--- src/rtl/bdq_pkg.sv ---
// shared types and constants for the bounded deque with search
package bdq_pkg;

    localparam int DATA_W   = 32;
    localparam int ACTION_W = 3;
    localparam int COUNT_W  = 5;

    typedef enum logic [ACTION_W-1:0] {
        ACT_PUSH_FRONT = 3'd0,
        ACT_PUSH_BACK  = 3'd1,
        ACT_POP_FRONT  = 3'd2,
        ACT_POP_BACK   = 3'd3,
        ACT_SEARCH     = 3'd4
    } action_t;

    typedef enum logic [1:0] {
        ST_IDLE,
        ST_SEARCH,
        ST_RESULT
    } state_t;

    typedef struct packed {
        logic [ACTION_W-1:0]      action;
        logic signed [DATA_W-1:0] value;
        logic signed [DATA_W-1:0] search_key;
    } req_item_t;

    typedef struct packed {
        logic               found;
        logic               rejected;
        logic [COUNT_W-1:0] stored_count;
    } rsp_item_t;

endpackage

--- src/rtl/bdq_mem.sv ---
// ring storage: one write port, one read port with registered read data
module bdq_mem
    import bdq_pkg::*;
#(
    parameter int DEPTH = 16
)
(
    input  logic                         clk,
    input  logic                         wr_en,
    input  logic [$clog2(DEPTH)-1:0]     wr_addr,
    input  logic signed [DATA_W-1:0]     wr_data,
    input  logic                         rd_en,
    input  logic [$clog2(DEPTH)-1:0]     rd_addr,
    output logic signed [DATA_W-1:0]     rd_data
);

    logic signed [DATA_W-1:0] mem [DEPTH];
    logic signed [DATA_W-1:0] rd_data_reg;

    always_ff @(posedge clk)
    begin
        if (wr_en)
        begin
            mem[wr_addr] <= wr_data;
        end
        if (rd_en)
        begin
            rd_data_reg <= mem[rd_addr];
        end
    end

    assign rd_data = rd_data_reg;

endmodule

--- src/rtl/bdq_ctrl.sv ---
// sequencer: front index, count, search walk and result register
module bdq_ctrl
    import bdq_pkg::*;
#(
    parameter int DEPTH = 16
)
(
    input  logic                         clk,
    input  logic                         rst_n,
    input  logic                         req_valid,
    output logic                         req_stall,
    input  req_item_t                    req,
    output logic                         rsp_valid,
    input  logic                         rsp_stall,
    output rsp_item_t                    rsp,
    output logic                         wr_en,
    output logic [$clog2(DEPTH)-1:0]     wr_addr,
    output logic signed [DATA_W-1:0]     wr_data,
    output logic                         rd_en,
    output logic [$clog2(DEPTH)-1:0]     rd_addr,
    input  logic signed [DATA_W-1:0]     rd_data
);

    localparam int IW = $clog2(DEPTH);
    localparam int CW = $clog2(DEPTH + 1);
    localparam int SW = CW + 1;

    state_t                   state_reg, state_next;
    logic [IW-1:0]            front_reg, front_next;
    logic [CW-1:0]            count_reg, count_next;
    logic [IW-1:0]            ptr_reg, ptr_next;
    logic [CW-1:0]            left_reg, left_next;
    logic signed [DATA_W-1:0] key_reg, key_next;
    logic                     found_reg, found_next;
    logic                     rejected_reg, rejected_next;
    logic                     rsp_valid_reg, rsp_valid_next;
    rsp_item_t                rsp_reg, rsp_next;

    logic          accept;
    logic          full;
    logic          empty;
    logic          is_push;
    logic          is_search;
    logic          hit;
    logic          last;
    logic          rsp_free;
    logic          load_rsp;
    logic [IW-1:0] front_dec;
    logic [IW-1:0] front_inc;
    logic [IW-1:0] ptr_inc;
    logic [SW-1:0] back_sum;
    logic [IW-1:0] back_pos;

    assign accept    = (state_reg == ST_IDLE) && req_valid;
    assign full      = (count_reg == CW'(DEPTH));
    assign empty     = (count_reg == '0);
    assign is_push   = (req.action == ACT_PUSH_FRONT) || (req.action == ACT_PUSH_BACK);
    assign is_search = (req.action == ACT_SEARCH);
    assign hit       = (rd_data == key_reg);
    assign last      = (left_reg == CW'(1));
    assign rsp_free  = !rsp_valid_reg || !rsp_stall;
    assign load_rsp  = (state_reg == ST_RESULT) && rsp_free;

    // ring index arithmetic, wrapping at DEPTH
    assign front_dec = (front_reg == '0) ? IW'(DEPTH - 1) : front_reg - IW'(1);
    assign front_inc = (front_reg == IW'(DEPTH - 1)) ? '0 : front_reg + IW'(1);
    assign ptr_inc   = (ptr_reg == IW'(DEPTH - 1)) ? '0 : ptr_reg + IW'(1);
    assign back_sum  = SW'(front_reg) + SW'(count_reg);
    assign back_pos  = (back_sum >= SW'(DEPTH)) ? IW'(back_sum - SW'(DEPTH)) : IW'(back_sum);

    // next state
    always_comb
    begin
        state_next = state_reg;
        unique case (state_reg)
            ST_IDLE:
            begin
                if (req_valid)
                begin
                    state_next = (is_search && !empty) ? ST_SEARCH : ST_RESULT;
                end
            end
            ST_SEARCH:
            begin
                if (hit || last)
                begin
                    state_next = ST_RESULT;
                end
            end
            ST_RESULT:
            begin
                if (rsp_free)
                begin
                    state_next = ST_IDLE;
                end
            end
            default:
            begin
                state_next = ST_IDLE;
            end
        endcase
    end

    // outputs towards the request side and the memory
    always_comb
    begin
        req_stall = 1'b1;
        wr_en     = 1'b0;
        rd_en     = 1'b0;
        rd_addr   = ptr_reg;
        unique case (state_reg)
            ST_IDLE:
            begin
                req_stall = 1'b0;
                wr_en     = accept && is_push && !full;
                rd_en     = accept && is_search && !empty;
                rd_addr   = front_reg;
            end
            ST_SEARCH:
            begin
                rd_en = !hit && !last;
            end
            ST_RESULT:
            begin
                req_stall = 1'b1;
            end
            default:
            begin
                req_stall = 1'b1;
            end
        endcase
    end

    assign wr_addr = (req.action == ACT_PUSH_FRONT) ? front_dec : back_pos;
    assign wr_data = req.value;

    // datapath next values
    always_comb
    begin
        front_next    = front_reg;
        count_next    = count_reg;
        ptr_next      = ptr_reg;
        left_next     = left_reg;
        key_next      = key_reg;
        found_next    = found_reg;
        rejected_next = rejected_reg;
        if (accept)
        begin
            key_next      = req.search_key;
            found_next    = 1'b0;
            rejected_next = 1'b0;
            ptr_next      = front_inc;
            left_next     = count_reg;
            unique case (req.action)
                ACT_PUSH_FRONT:
                begin
                    if (full)
                    begin
                        rejected_next = 1'b1;
                    end
                    else
                    begin
                        front_next = front_dec;
                        count_next = count_reg + CW'(1);
                    end
                end
                ACT_PUSH_BACK:
                begin
                    if (full)
                    begin
                        rejected_next = 1'b1;
                    end
                    else
                    begin
                        count_next = count_reg + CW'(1);
                    end
                end
                ACT_POP_FRONT:
                begin
                    if (!empty)
                    begin
                        front_next = front_inc;
                        count_next = count_reg - CW'(1);
                    end
                end
                ACT_POP_BACK:
                begin
                    if (!empty)
                    begin
                        count_next = count_reg - CW'(1);
                    end
                end
                default:
                begin
                    count_next = count_reg;
                end
            endcase
        end
        else if (state_reg == ST_SEARCH)
        begin
            if (hit)
            begin
                found_next = 1'b1;
            end
            else if (!last)
            begin
                ptr_next  = ptr_inc;
                left_next = left_reg - CW'(1);
            end
        end
    end

    always_comb
    begin
        rsp_valid_next = rsp_valid_reg;
        rsp_next       = rsp_reg;
        if (load_rsp)
        begin
            rsp_valid_next        = 1'b1;
            rsp_next.found        = found_reg;
            rsp_next.rejected     = rejected_reg;
            rsp_next.stored_count = COUNT_W'(count_reg);
        end
        else if (rsp_valid_reg && !rsp_stall)
        begin
            rsp_valid_next = 1'b0;
        end
    end

    always_ff @(posedge clk or negedge rst_n)
    begin
        if (!rst_n)
        begin
            state_reg     <= ST_IDLE;
            front_reg     <= '0;
            count_reg     <= '0;
            rsp_valid_reg <= 1'b0;
        end
        else
        begin
            state_reg     <= state_next;
            front_reg     <= front_next;
            count_reg     <= count_next;
            rsp_valid_reg <= rsp_valid_next;
        end
    end

    always_ff @(posedge clk)
    begin
        ptr_reg      <= ptr_next;
        left_reg     <= left_next;
        key_reg      <= key_next;
        found_reg    <= found_next;
        rejected_reg <= rejected_next;
        rsp_reg      <= rsp_next;
    end

    assign rsp_valid = rsp_valid_reg;
    assign rsp       = rsp_reg;

endmodule

--- src/rtl/bounded_deque_with_search_core.sv ---
// top level of the bounded deque with search
//
// request channel req_valid / req_stall / req carries one action per
// transaction: push front, push back, pop front, pop back or search.
// every request gives exactly one transaction on rsp_valid / rsp_stall /
// rsp with found, rejected and the count held after the request.
// a push into a full ring is refused with rejected set; a pop from an
// empty ring leaves everything unchanged.
// values sit in a ring memory of DEPTH entries with a registered read
// port; a search reads one stored entry per cycle from the front and
// stops at the first match.
// push and pop pass from acceptance through ST_RESULT into the output
// register. a search walks ST_SEARCH first and compares n entries, n
// at most the count and so at most DEPTH; the single read port makes it serial.
// one request is in flight at a time; req_stall is high while it is.
// a finished result waits in the output register while rsp_stall is high
// and the next request may already be accepted.
// reset empties the deque at once; no clearing pass is needed.
module bounded_deque_with_search_core
    import bdq_pkg::*;
#(
    parameter int DEPTH = 16
)
(
    input  logic      clk,
    input  logic      rst_n,
    input  logic      req_valid,
    output logic      req_stall,
    input  req_item_t req,
    output logic      rsp_valid,
    input  logic      rsp_stall,
    output rsp_item_t rsp
);

    localparam int IW = $clog2(DEPTH);

    logic                     wr_en;
    logic [IW-1:0]            wr_addr;
    logic signed [DATA_W-1:0] wr_data;
    logic                     rd_en;
    logic [IW-1:0]            rd_addr;
    logic signed [DATA_W-1:0] rd_data;

    bdq_ctrl #(
        .DEPTH(DEPTH)
    ) u_ctrl (
        .clk       (clk),
        .rst_n     (rst_n),
        .req_valid (req_valid),
        .req_stall (req_stall),
        .req       (req),
        .rsp_valid (rsp_valid),
        .rsp_stall (rsp_stall),
        .rsp       (rsp),
        .wr_en     (wr_en),
        .wr_addr   (wr_addr),
        .wr_data   (wr_data),
        .rd_en     (rd_en),
        .rd_addr   (rd_addr),
        .rd_data   (rd_data)
    );

    bdq_mem #(
        .DEPTH(DEPTH)
    ) u_mem (
        .clk     (clk),
        .wr_en   (wr_en),
        .wr_addr (wr_addr),
        .wr_data (wr_data),
        .rd_en   (rd_en),
        .rd_addr (rd_addr),
        .rd_data (rd_data)
    );

endmodule

--- config.mk ---
export PLATFORM = sky130hd
export DESIGN_NAME = bounded_deque_with_search_core
export DESIGN_NICKNAME = d
export VERILOG_FILES = /design/src/rtl/bdq_pkg.sv /design/src/rtl/bdq_mem.sv /design/src/rtl/bdq_ctrl.sv /design/src/rtl/bounded_deque_with_search_core.sv
export SDC_FILE = /design/constraint.sdc
export NUM_CORES = 1
export LEC_CHECK = 0
export ABC_AREA = 0
export BUFFER_PORTS_ARGS = -buffer_cell sky130_fd_sc_hd__buf_2
export CORE_AREA = 8 8 232 234
export CTS_CLUSTER_SIZE = 10
export DETAILED_ROUTE_END_ITERATION = 7
export DIE_AREA = 0 0 240 242
export PLACE_DENSITY = 0.66
export SLEW_MARGIN = 20
export SYNTH_ARGS = -nofsm -noshare
export SYNTH_HDL_FRONTEND = slang
export SYNTH_SLANG_ARGS = --single-unit
--- constraint.sdc ---
create_clock -name clk -period 6.4 [get_ports clk]
set_input_delay 0.64 -clock clk [delete_from_list [all_inputs] [get_ports clk]]
set_output_delay 0.64 -clock clk [all_outputs]
set_load 0.01 [all_outputs]
# == Word-level counts from Yosys, hierarchy flattened ==
# Memory sizes are Yosys's and may differ from the RTL's. A register that Yosys moved wholly into a read port is not among the register bits.
# Cells that the tools add are included.
# word_totals
ram_bits,512
input_bits,71
word_cells,108
reg_bits,62
n_memories,1
# memory_table
name,words,word_bits,rd,rd_ports_with_merged_regs,write_ports,line_no,rtl
u_mem.mem,16,32,1,1,1,bdq_mem.sv:17,logic signed [DATA_W-1:0] mem [DEPTH];
# classes
addsub,8
eq_ne,20
order_cmp,1
muxes,33
reduce_logical,33
# ops
cell,n
$mux W4,12
$eq A32 B32 Y1,1
$mux W5,6
$ne A2 B2 Y1 const B,5
$pmux W5 S2,1
$sub A5 B1 Y5 const B,2
$logic_and A1 B1 Y1,9
$add A4 B1 Y4 const B,2
$eq A4 B4 Y1 const B,2
$mux W2,4
$ne A2 B1 Y1 const B,4
$pmux W4 S2,1
$reduce_and A4 Y1,2
$reduce_bool A2 Y1,4
$sub A4 B1 Y4 const B,2
$mux W1,7
$add A4 B5 Y6,1
$eq A3 B2 Y1 const B,2
$ge A6 B5 Y1 const B,1
$logic_not A1 Y1,6
$pmux W2 S3,1
$reduce_and A3 Y1,2
$add A5 B1 Y5 const B,1
$eq A5 B1 Y1 const B,1
13 further kinds,16

# == Depth between registers and ports, before layout ==
# depth
depth_word,7
ltp_mapped,8
depth_no_buf,8

# == Cells and area by module ==
# Synthesis repeated with hierarchy kept, for this count alone.
# unflattened
cells_unflattened,1131
area_unflattened_um2,23578.9
# by_module_without_submodules
mod,seq_area_each_um2,area_per_inst_um2,n_inst,cells_per_inst
bdq_mem,16335.7,20155.6,1,838
bdq_ctrl,1791.7,3423.3,1,293

# == Worst setup path before layout ==
# Ideal clock, no wire load.
# synth_path
kind,reg-to-reg
startpoint,reg u_ctrl.state_reg[1]
endpoint,"mem u_mem.mem[15][0], enable pin"
path_slack_ps,2598
setup_ps,421
t_required_ps,5979
arrival_ps,3380
n_path_buf,2
stages_incl_launch_ff,8
cell_sequence,dfrtp_1 -> buf_2 -> or3b_1 -> buf_2 -> inv_2 -> and4_1 -> nand2_1 -> nor2_1
# synth_via
elab_chain_len,7
# synth_rtl
item,line_no,rtl
"start, declared",bdq_ctrl.sv:28,"state_t state_reg, state_next;"
"start signal, assigned",bdq_ctrl.sv:241,state_reg <= state_next;
$logic_not A2 Y1 (*),"bdq_ctrl.sv:54, bdq_ctrl.sv:111",
$logic_and A1 B1 Y1,bdq_ctrl.sv:54,assign accept = (state_reg == ST_IDLE) && req_valid;
$logic_and A1 B1 Y1 (2 in a row),bdq_ctrl.sv:115,wr_en = accept && is_push && !full;
$mux W1 (*),bdq_ctrl.sv:111,unique case (state_reg)
$mux W1 (*),bdq_mem.sv:22,if (wr_en)
$mux W1 (not written as such) (*),bdq_mem.sv:24,mem[wr_addr] <= wr_data;
"end, declared",bdq_mem.sv:17,
# Every way passes the cells marked *; elsewhere a longest branch is shown, timed or not.

# == Final worst setup path ==
# layout_path
startpoint,reg u_ctrl.state_reg[1]
endpoint,"mem u_mem.mem[9][30], enable pin"
# Same word-level chain as after synthesis.

==> results.cfg <==
[run_status]
status = completed

[floorplanning]
dieArea_um2 = 58100
die_y_um = 242
row_count = 83
start_util = 0.489
ios = 80
core_um2 = 50500
die_w_um = 240

[final_layout]
antenna_cells = 0
fin_cells = 2366
post-route-util = 0.551
syn2layout_area_growth_pct = 12.8
largest_reg_flops = 512
layout.nets = 1750
nFillCells = 3973
drive_gt1_frac = 0.137

[logic_synthesis]
synth.avg_cell_area_um2 = 15.5
ys_warn_count = 0
synth_cell_type_count = 58
synth_flop_cell = edfxtp_1
netlist.area_leader.share = 0.722
syn_inst = 1589
yosysTopAreaCell = edfxtp_1
seq_area_frac_synth = 0.735
yosys-top-cells-area = edfxtp_1 72%, mux2i_1 5.2%, nand3_1 2.6%
synth-seq-cells = 606
synth_edf_count = 593
syn_nets = 1673
ys_async_sr_fraction = 0.0198
synth_area_um2 = 24700

[clocking]
cts_buffer_depth = 3
cts_resized = 0
clock_sinks = 606
insertion_delay_ns = 0.61
cts-root-buf = clkbuf_16
cts_inserted_buffers = 71
ctsHtreeMaxLevel = 3
cts_tree = yes
clk_pin_slew_ns = 0.06

[routing]
final_antenna_net_count = 0
drtIter0Drc = 1355
finalWirelength_um = 59600
drtPass1Iterations = 5
drc = 0
wire_per_inst_um = 25.2
vias = 14300
vias_per_cell = 6.04

[placed_design]
post-dp-hpwl_um = 34400
dp.cells = 2267
place.gp.congestion = 0.795
portBuffers = 79

[setup_path]
cp_slowest_cell = inv_2
crit_fanout = 38
worst-path-buf-inv = 2
critical_path_required_ns = 6.67
max_stage_delay_ns = 0.81
critical_path.endpoint_type = flip-flop
crit_chain = or3b_1 > inv_2 > and4b_1 > nand2_1 > nor2_4 > buf_4
arrival_ns = 4.54
critical-path-top-delay-family = simple AND/OR/NAND/NOR gates
path_class = reg2reg
cp-start-kind = flip-flop

[grt]
grtUsageTotal = 0.203
grt_pass1_vias = 14200
antenna_found_initial = 2
grt_max_degree = 87
grt_pass1_wl_um = 89400
grt_overflow = 0

[timing]
final-setup-viol-count = 0
worst_slew_pin_slew_ns = 1.17
maxSlewViolCount = 0
slew_headroom = 0.222
max_freq_mhz = 234
hold_viol_final = 0
hold_slack_ns = 0.206
rsz0062_at_grt = false
finalCritPeriodShare = 0.667
timing.setup.tns_ns = 0
period_needed_ns = 4.27
clock_skew_ns = 0.0239

[worst_hold_path]
worst_hold_path_type = in2reg

[pwr]
ir_drop_uv = 326
power_leakage_nw = 9.23
p_per_area_nw_per_um2 = 472
finalPower_mw = 13.1

[run]
drv_cap = 0
[worst paths after layout]
kind / slack, ns / start / depth (start not counted) / to
worst max-delay path: 2.13 / u_ctrl.state_reg[1]$_DFFE_PN0P_ / 6 / u_mem.mem[9][30]$_DFFE_PP_
worst min-delay path: 0.21 / req[0] / 1 / u_ctrl.key_reg[0]$_DFFE_PN_
worst max register to register: 2.13 / u_ctrl.state_reg[1]$_DFFE_PN0P_ / 6 / u_mem.mem[9][30]$_DFFE_PP_
worst min register to register: 0.44 / u_ctrl.found_reg$_SDFFE_PN0P_ / 0 / u_ctrl.rsp[6]$_DFFE_PP_
max in group asynchronous: 5.68 / rst_n / 2 / u_ctrl.front_reg[3]$_DFFE_PN0P_
min in group asynchronous: 0.47 / rst_n / 2 / u_ctrl.front_reg[1]$_DFFE_PN0P_
[kinds of logic (layout without fill, tap and decap cells)]
kind of cell | count (synthesis) | count (layout) | share of synthesized area
buf+inv | 122 | 219 | 0.0293
fa+ha+maj | 13 | 13 | 0.00721
simple gates | 323 | 323 | 0.0682
compound gates | 344 | 344 | 0.0891
mux | 131 | 131 | 0.0533
flops | 606 | 606 | 0.735
xor+xnor | 50 | 50 | 0.0178
[through the flow]
step / setup WS [ns] / area [um2]
4_1_cts: 2.16 / 27700
3_5_place_dp: 2.13 / 25700
5_1_grt: 1.96 / 27800
3_3_place_gp: 2.18 / 25700
2_1_floorplan: 2.60 / 24700
6_report: 2.13 / 27800
[power breakdown]
group / switching, mW / internal, mW / total [mW]
clock: 1.51 / 2.09 / 3.60
sequential: 0.231 / 4.77 / 5.00
combinational: 3.03 / 1.50 / 4.53
[timing repair]
| item | 4_1_cts | 5_1_grt |
|---|---|---|
| hold buffers | 1 | 0 |
| hold endpoints to repair | 12 | 0 |
| buffers inserted | 0 | 0 |
[cells in the mapped netlist, drive strengths merged, types with 2 or more instances]
| cell | instances |
|---|---|
| clkbuf | 36 |
| edfxtp | 593 |
| dfrtp | 12 |
| a21oi | 80 |
| buf | 75 |
| ha | 11 |
| nand2b | 4 |
| a21o | 4 |
| mux2i | 129 |
| nor2 | 33 |
| o21a | 2 |
| o21bai | 2 |
| a22oi | 2 |
| nand2 | 27 |
| mux2 | 2 |
| nor2b | 5 |
| o221ai | 64 |
| or3b | 2 |
| inv | 11 |
| nand4 | 40 |
| a31oi | 4 |
| nor3 | 68 |
| o21ai | 142 |
| fa | 2 |
| nor4 | 3 |
| o2bb2ai | 32 |
| o31ai | 5 |
| xor2 | 7 |
| xnor2 | 43 |
| nand3 | 130 |
| and3 | 2 |
[cells in the final DEF, fill, tap and decap left out, drive strengths merged, types with 2 or more instances in the layout]
| cell type | instances |
|---|---|
| o221ai | 64 |
| nand4 | 40 |
| a22oi | 2 |
| nand2 | 27 |
| nor2b | 5 |
| a21o | 4 |
| ha | 11 |
| nor2 | 33 |
| mux2 | 2 |
| o2bb2ai | 32 |
| inv | 15 |
| o21ai | 142 |
| clkbuf | 84 |
| nor3 | 68 |
| a21oi | 80 |
| xnor2 | 43 |
| clkinv | 4 |
| o31ai | 5 |
| and3 | 2 |
| mux2i | 129 |
| a31oi | 4 |
| xor2 | 7 |
| or3b | 2 |
| buf | 114 |
| edfxtp | 593 |
| dfrtp | 12 |
| nand2b | 4 |
| o21bai | 2 |
| o21a | 2 |
| fa | 2 |
| nor4 | 3 |
| nand3 | 130 |
[layer usage]
metal,wire [um],part of all wire,global-route usage
met1,25000,0.42,0.277
met2,28100,0.47,0.316
met3,4720,0.079,0.0524
met4,1720,0.029,0.0683
met5,22,0.00037,0
[worst register-to-register path, cell delays in order (launching register included)]
cell and delay (ns):
dfrtp_1 0.61, or3b_1 0.77, inv_2 0.81, and4b_1 0.38, nand2_1 0.25, nor2_4 0.64
buf_4 0.46
[cell type report]
class	instances	area, um2	area share
Clock buffer	84	1850	0.0664
Clock inverter	9	164	0.00589
Inverter	11	41.3	0.00148
Multi-Input combinational cell	861	6020	0.216
Sequential cell	606	18100	0.652
Tap cell	680	851	0.0306
Timing Repair Buffer	115	761	0.0274
(Power assumes the default switching activity.)
